<file path="src/rtl/jet_pkg.sv">
`default_nettype none
// ----------------------------------------------------------------------------
// jet_pkg
// Types, constants and tables shared by the effort transform pipeline.
// ----------------------------------------------------------------------------
package jet_pkg;

	localparam int CORDIC_STAGES_DEF = 16;
	localparam int ATAN_ENTRIES      = 24;

	localparam int ANG_W = 18;
	localparam int Z_W   = 35;
	localparam int XY_W  = 34;
	localparam int NUM_W = 64;
	localparam int QUO_W = 32;

	localparam logic signed [Z_W-1:0]  ANG_TWO_PI      = 35'sd3373259426;
	localparam logic signed [Z_W-1:0]  ANG_PI          = 35'sd1686629713;
	localparam logic signed [Z_W-1:0]  ANG_HALF_PI     = 35'sd843314857;
	localparam logic signed [XY_W-1:0] CORDIC_GAIN_INV = 34'sd652032874;

	localparam logic [1:0] CFG_LINK_UPPER = 2'd0;
	localparam logic [1:0] CFG_LINK_FORE  = 2'd1;
	localparam logic [1:0] CFG_LINK_TOOL  = 2'd2;

	typedef struct packed {
		logic               operation;
		logic signed [15:0] angle_shoulder;
		logic signed [15:0] angle_elbow;
		logic signed [15:0] angle_wrist;
		logic signed [31:0] effort_in_0;
		logic signed [31:0] effort_in_1;
		logic signed [31:0] effort_in_2;
		logic signed [31:0] effort_in_3;
		logic signed [31:0] effort_in_4;
	} in_item_t;

	typedef struct packed {
		logic signed [31:0] effort_out_0;
		logic signed [31:0] effort_out_1;
		logic signed [31:0] effort_out_2;
		logic signed [31:0] effort_out_3;
		logic signed [31:0] effort_out_4;
		logic               singular;
	} out_item_t;

	function automatic logic signed [Z_W-1:0] atan_q(input int idx);
		logic signed [Z_W-1:0] v;
		case (idx)
			0: v = 35'sd421657428;
			1: v = 35'sd248918915;
			2: v = 35'sd131521918;
			3: v = 35'sd66762579;
			4: v = 35'sd33510843;
			5: v = 35'sd16771758;
			6: v = 35'sd8387925;
			7: v = 35'sd4194219;
			8: v = 35'sd2097141;
			9: v = 35'sd1048575;
			10: v = 35'sd524288;
			11: v = 35'sd262144;
			12: v = 35'sd131072;
			13: v = 35'sd65536;
			14: v = 35'sd32768;
			15: v = 35'sd16384;
			16: v = 35'sd8192;
			17: v = 35'sd4096;
			18: v = 35'sd2048;
			19: v = 35'sd1024;
			20: v = 35'sd512;
			21: v = 35'sd256;
			22: v = 35'sd128;
			23: v = 35'sd64;
			default: v = '0;
		endcase
		return v;
	endfunction

endpackage
`default_nettype wire

</file>
<file path="src/rtl/jet_cordic.sv">
`default_nettype none
// ----------------------------------------------------------------------------
// jet_cordic
// Pipelined sine and cosine of a Q.13 angle, one rotation per stage.
// ----------------------------------------------------------------------------
module jet_cordic
	import jet_pkg::*;
#(
	parameter int STAGES = CORDIC_STAGES_DEF
) (
	input  wire logic                   clk,
	input  wire logic                   en,
	input  wire logic signed [ANG_W-1:0] ang,
	output logic signed [XY_W-1:0]      cos_val,
	output logic signed [XY_W-1:0]      sin_val
);

	localparam int NSTG = (STAGES < ATAN_ENTRIES) ? STAGES : ATAN_ENTRIES;

	logic signed [Z_W-1:0]  a;
	logic                   fold;
	logic signed [Z_W-1:0]  z_s [NSTG+1];
	logic signed [XY_W-1:0] x_s [NSTG+1];
	logic signed [XY_W-1:0] y_s [NSTG+1];
	logic                   neg_s [NSTG+1];

	always_comb begin
		a = Z_W'(ang) <<< 16;
		if (a > ANG_PI) a = a - ANG_TWO_PI;
		if (a > ANG_PI) a = a - ANG_TWO_PI;
		if (a <= -ANG_PI) a = a + ANG_TWO_PI;
		if (a <= -ANG_PI) a = a + ANG_TWO_PI;
		fold = 1'b0;
		if (a > ANG_HALF_PI) begin
			a = a - ANG_PI;
			fold = 1'b1;
		end else if (a < -ANG_HALF_PI) begin
			a = a + ANG_PI;
			fold = 1'b1;
		end
	end

	always_ff @(posedge clk) begin
		if (en) begin
			z_s[0]   <= a;
			neg_s[0] <= fold;
			x_s[0]   <= CORDIC_GAIN_INV;
			y_s[0]   <= '0;
		end
	end

	for (genvar g = 0; g < NSTG; g++) begin : g_rot
		always_ff @(posedge clk) begin
			if (en) begin
				neg_s[g+1] <= neg_s[g];
				if (z_s[g] >= 0) begin
					x_s[g+1] <= x_s[g] - (y_s[g] >>> g);
					y_s[g+1] <= y_s[g] + (x_s[g] >>> g);
					z_s[g+1] <= z_s[g] - atan_q(g);
				end else begin
					x_s[g+1] <= x_s[g] + (y_s[g] >>> g);
					y_s[g+1] <= y_s[g] - (x_s[g] >>> g);
					z_s[g+1] <= z_s[g] + atan_q(g);
				end
			end
		end
	end

	always_ff @(posedge clk) begin
		if (en) begin
			cos_val <= neg_s[NSTG] ? -x_s[NSTG] : x_s[NSTG];
			sin_val <= neg_s[NSTG] ? -y_s[NSTG] : y_s[NSTG];
		end
	end

endmodule
`default_nettype wire

</file>
<file path="config.mk">
export PLATFORM = sky130hd
export DESIGN_NAME = jet_cordic
export DESIGN_NICKNAME = d
export VERILOG_FILES = /design/src/rtl/jet_pkg.sv /design/src/rtl/jet_cordic.sv
export SDC_FILE = /design/constraint.sdc
export NUM_CORES = 2
export LEC_CHECK = 0
export ABC_AREA = 1
export BUFFER_PORTS_ARGS = -buffer_cell sky130_fd_sc_hd__buf_2
export CAP_MARGIN = 10
export CORE_ASPECT_RATIO = 1.2
export CORE_MARGIN = 3
export CORE_UTILIZATION = 50
export CTS_CLUSTER_SIZE = 16
export DETAILED_ROUTE_END_ITERATION = 7
export GPL_TIMING_DRIVEN = 0
export PLACE_DENSITY_LB_ADDON = 0.3
export SLEW_MARGIN = 20
export SYNTH_ARGS = -nofsm -noshare
export SYNTH_HDL_FRONTEND = slang
export SYNTH_SLANG_ARGS = --single-unit
</file>
<file path="constraint.sdc">
create_clock -name clk -period 5.8 [get_ports clk]
set_input_delay 0.29 -clock clk [delete_from_list [all_inputs] [get_ports clk]]
set_output_delay 0.29 -clock clk [all_outputs]
set_load 0.03 [all_outputs]
</file>
==> flow_summary.yaml <==
grt:
  overflow: 0
  antenna_found_initial: 2
  first_global_vias: 94100
  grt_start_max_net_pins: 83
  grtUsageTotal_pct: 23.7
  grt_pass1_wl_um: 483000
detailed_routing:
  post_drt_wl_per_cell_um: 17.3
  ant_nets: 0
  vias: 97300
  drt_wl_total_um: 309000
  firstDrtPassIters: 6
  drc_errors: 0
  vias_per_cell: 5.46
  dr.first_iter.drc_count: 5710
synthesis:
  yosys.area_share.simple_pct: 15.9
  ys_seq_area_share_pct: 37.3
  ys_async_sr_fraction_pct: 0
  synth_fp_nets: 15500
  synth_cells: 14100
  yosysWarnings: 0
  synth.area.mux_share_pct: 0.0163
  synth_ff_type: "edfxtp_1"
  netlist_area_mm2: 0.123
  synth-edff-count: 1530
  synth_xor_xnor_area_share_pct: 14.5
  synthAdderAreaFrac_pct: 14.7
  synth-compound-area-share_pct: 12.6
  avgSynthCellArea_um2: 8.73
  synthDistinctLibCells: 64
  synth_top_family_by_area: "simple AND/OR/NAND/NOR gates"
  ys_ff_latch: 1530
final_layout:
  ff_latch_area_mm2: 0.0459
  drive_gt1_share_pct: 6.27
  fin_cells: 17800
  area_growth_pct: 10.4
  multi_input_area_mm2: 0.0720
  fill_cells: 22000
  nNetsFinal: 15900
clock_tree:
  htree_levels: 4
  cts_inserted_buffers: 170
  clockBufferDepth: 4
  clock-root-buffer: "clkbuf_16"
  path_clk_slew_ns: 0.06
  worstSkewPairLatency_ns: 0.87
  cts.sinks: 1530
  cts_tree: "built"
timing:
  tightest_slew_ns: 1.11
  setup-violations-final: 0
  fin_crit_ns: 5.41
  max_freq_mhz: 185
  drv_slew: 0
  rsz0062_at_grt: "true"
  final_hold_viol_count: 0
  period_share_pct: 93.3
  fin_skew_ns: 0.0521
  slew_headroom_pct: 25.9
worst_hold_path:
  hp-class: "input pin to register"
worst_setup_path:
  cp_slowest_stage_delay_ns: 0.41
  cpMaxStageDelayCell: "edfxtp_1"
  cp.arrival_ns: 6.00
  crit_top_cell: "nand2_1"
  critPathTopFamily: "compound AO/OA/AOI/OAI gates"
  cp_max_fo: 10
  critPathKind: "register to register"
  end_kind: "register"
  worst_ep_required_time_ns: 6.39
  crit_buf_inv: 3
  start_kind: "register"
floorplanning:
  dieArea_mm2: 0.252
  io_pins: 88
  core_mm2: 0.244
  placementRows: 198
  die-height_um: 550
  start_util_pct: 50.5
  die_w_um: 459
outcome:
  status: "finished clean"
placed_design:
  dp_hpwl_um: 250000
  place_congestion: 0.961
  placedCellCount: 17400
  portBuffers: 85
run:
  drv_cap: 0
[flip-flops by register name (all words and copies together), names as in the netlist]
register / count
cos_val: 34
neg_s: 16
sin_val: 34
x_s: 484
y_s: 511
z_s: 451
[routing by layer]
layer / track usage [%] / up-vias / wire length (um)
met1: 25.0 / 44800 / 116000
met2: 45.7 / 2109 / 162000
met3: 2.42 / 798 / 11300
met5: 0 / - / 0
li1: - / 49600 / -
met4: 13.1 / 0 / 18800
[kinds of logic (layout without fill, tap and decap cells)]
kind of cell / Yosys count / in the layout
and+or+nand+nor: 4662 / 4662
AOI/OAI and AO/OA: 2866 / 2866
xor gates and xnor gates: 2036 / 2036
buffers and inverters: 1587 / 2103
DFF: 1530 / 1530
adders and majority gates: 1420 / 1420
muxes: 2 / 2
other: 0 / 2
[worst paths after layout]
check	from	endpoint	slack (ns)	cells past startpoint
max	z_s[15][34]	y_s[16][33]	0.39	33
min	en	neg_s[3]	0.18	2
max reg2reg	z_s[15][34]	y_s[16][33]	0.39	33
min reg2reg	z_s[5][0]	z_s[6][0]	0.41	0
[synth_stat cells, drive strengths merged (5+ instances only)]
cell type  number  area, um^2
o31ai          96         721
a21oi        1640        8210
a31oi          65         428
nand2b         12        75.1
fa             45         901
a211oi         76         571
clkinv         14        52.6
o21ai         752        3770
o21bai         37         278
nand2        2457        9340
xnor2         804        7040
nand3         576        2930
or2            32         200
nand4         120         757
nor3          213        1070
ha           1375       17200
xor2         1232       10800
nor2         1107        4220
a41oi          19         166
o41ai           7        61.3
o21a           33         248
o211ai         18         135
nand3b         45         342
a21boi          8        60.1
o221ai          9        78.8
buf            42         289
a21o           96         721
or3             5        31.3
nor4           80         500
nor3b          10        75.1
inv          1421        5340
clkbuf        110         413
edfxtp       1530       45900
[final cells by class]
| cell class | instances | area share [%] |
|---|---|---|
| clock inverter | 101 | 0.779 |
| clock buffer | 201 | 3.25 |
| inverter | 1435 | 4.00 |
| tap | 3200 | 2.95 |
| timing repair inverter | 1 | 0.00368 |
| sequential | 1530 | 33.8 |
| buffer | 146 | 0.736 |
| antenna | 2 | 0.00368 |
| timing repair buffer | 219 | 1.49 |
| multi-input combinational | 11000 | 53.0 |
[stage by stage]
stage / area (um^2) / worst slack [ns] / TNS [ns] / hold slack, ns / util (%)
6_report: 136000 / 0.386 / 0 / 0.185 / 55.8
5_1_grt: 136000 / -0.181 / -0.727 / 0.166 / 55.8
4_1_cts: 134000 / 0.00324 / 0 / 0.143 / 55.0
3_5_place_dp: 128000 / -2.58 / -696.63 / 0.405 / 52.7
3_3_place_gp: 128000 / -6.20 / -7693.47 / 0.401 / 52.3
2_1_floorplan: 123000 / 0.00348 / 0 / 0.400 / -
[cell usage in the layout, fill, tap and decap left out, types with 173 or more instances in the layout]
cell type / netlist / layout
xnor2_1: 804 / 802
ha_1: 1375 / 1368
inv_1: 1383 / 1367
nor2_1: 1087 / 1070
o21ai_0: 731 / 669
edfxtp_1: 1530 / 1530
nand2_1: 2419 / 2370
a21oi_1: 1639 / 1611
nor3_1: 212 / 202
clkbuf_16: 0 / 173
xor2_1: 1232 / 1226
nand3_1: 568 / 559
[timing repair]
action | CTS | global route
resized for setup | 98 | 367
gates cloned | 1 | 1
hold buffers | 2 | 0
pin swaps | 2 | 39
setup endpoints to repair | 397 | 170
buffers inserted | 4 | 95
hold endpoints to repair | 37 | 0
Power is not shown: default switching activity piles up to over one toggle a cycle in this logic, so the estimate is an artifact.
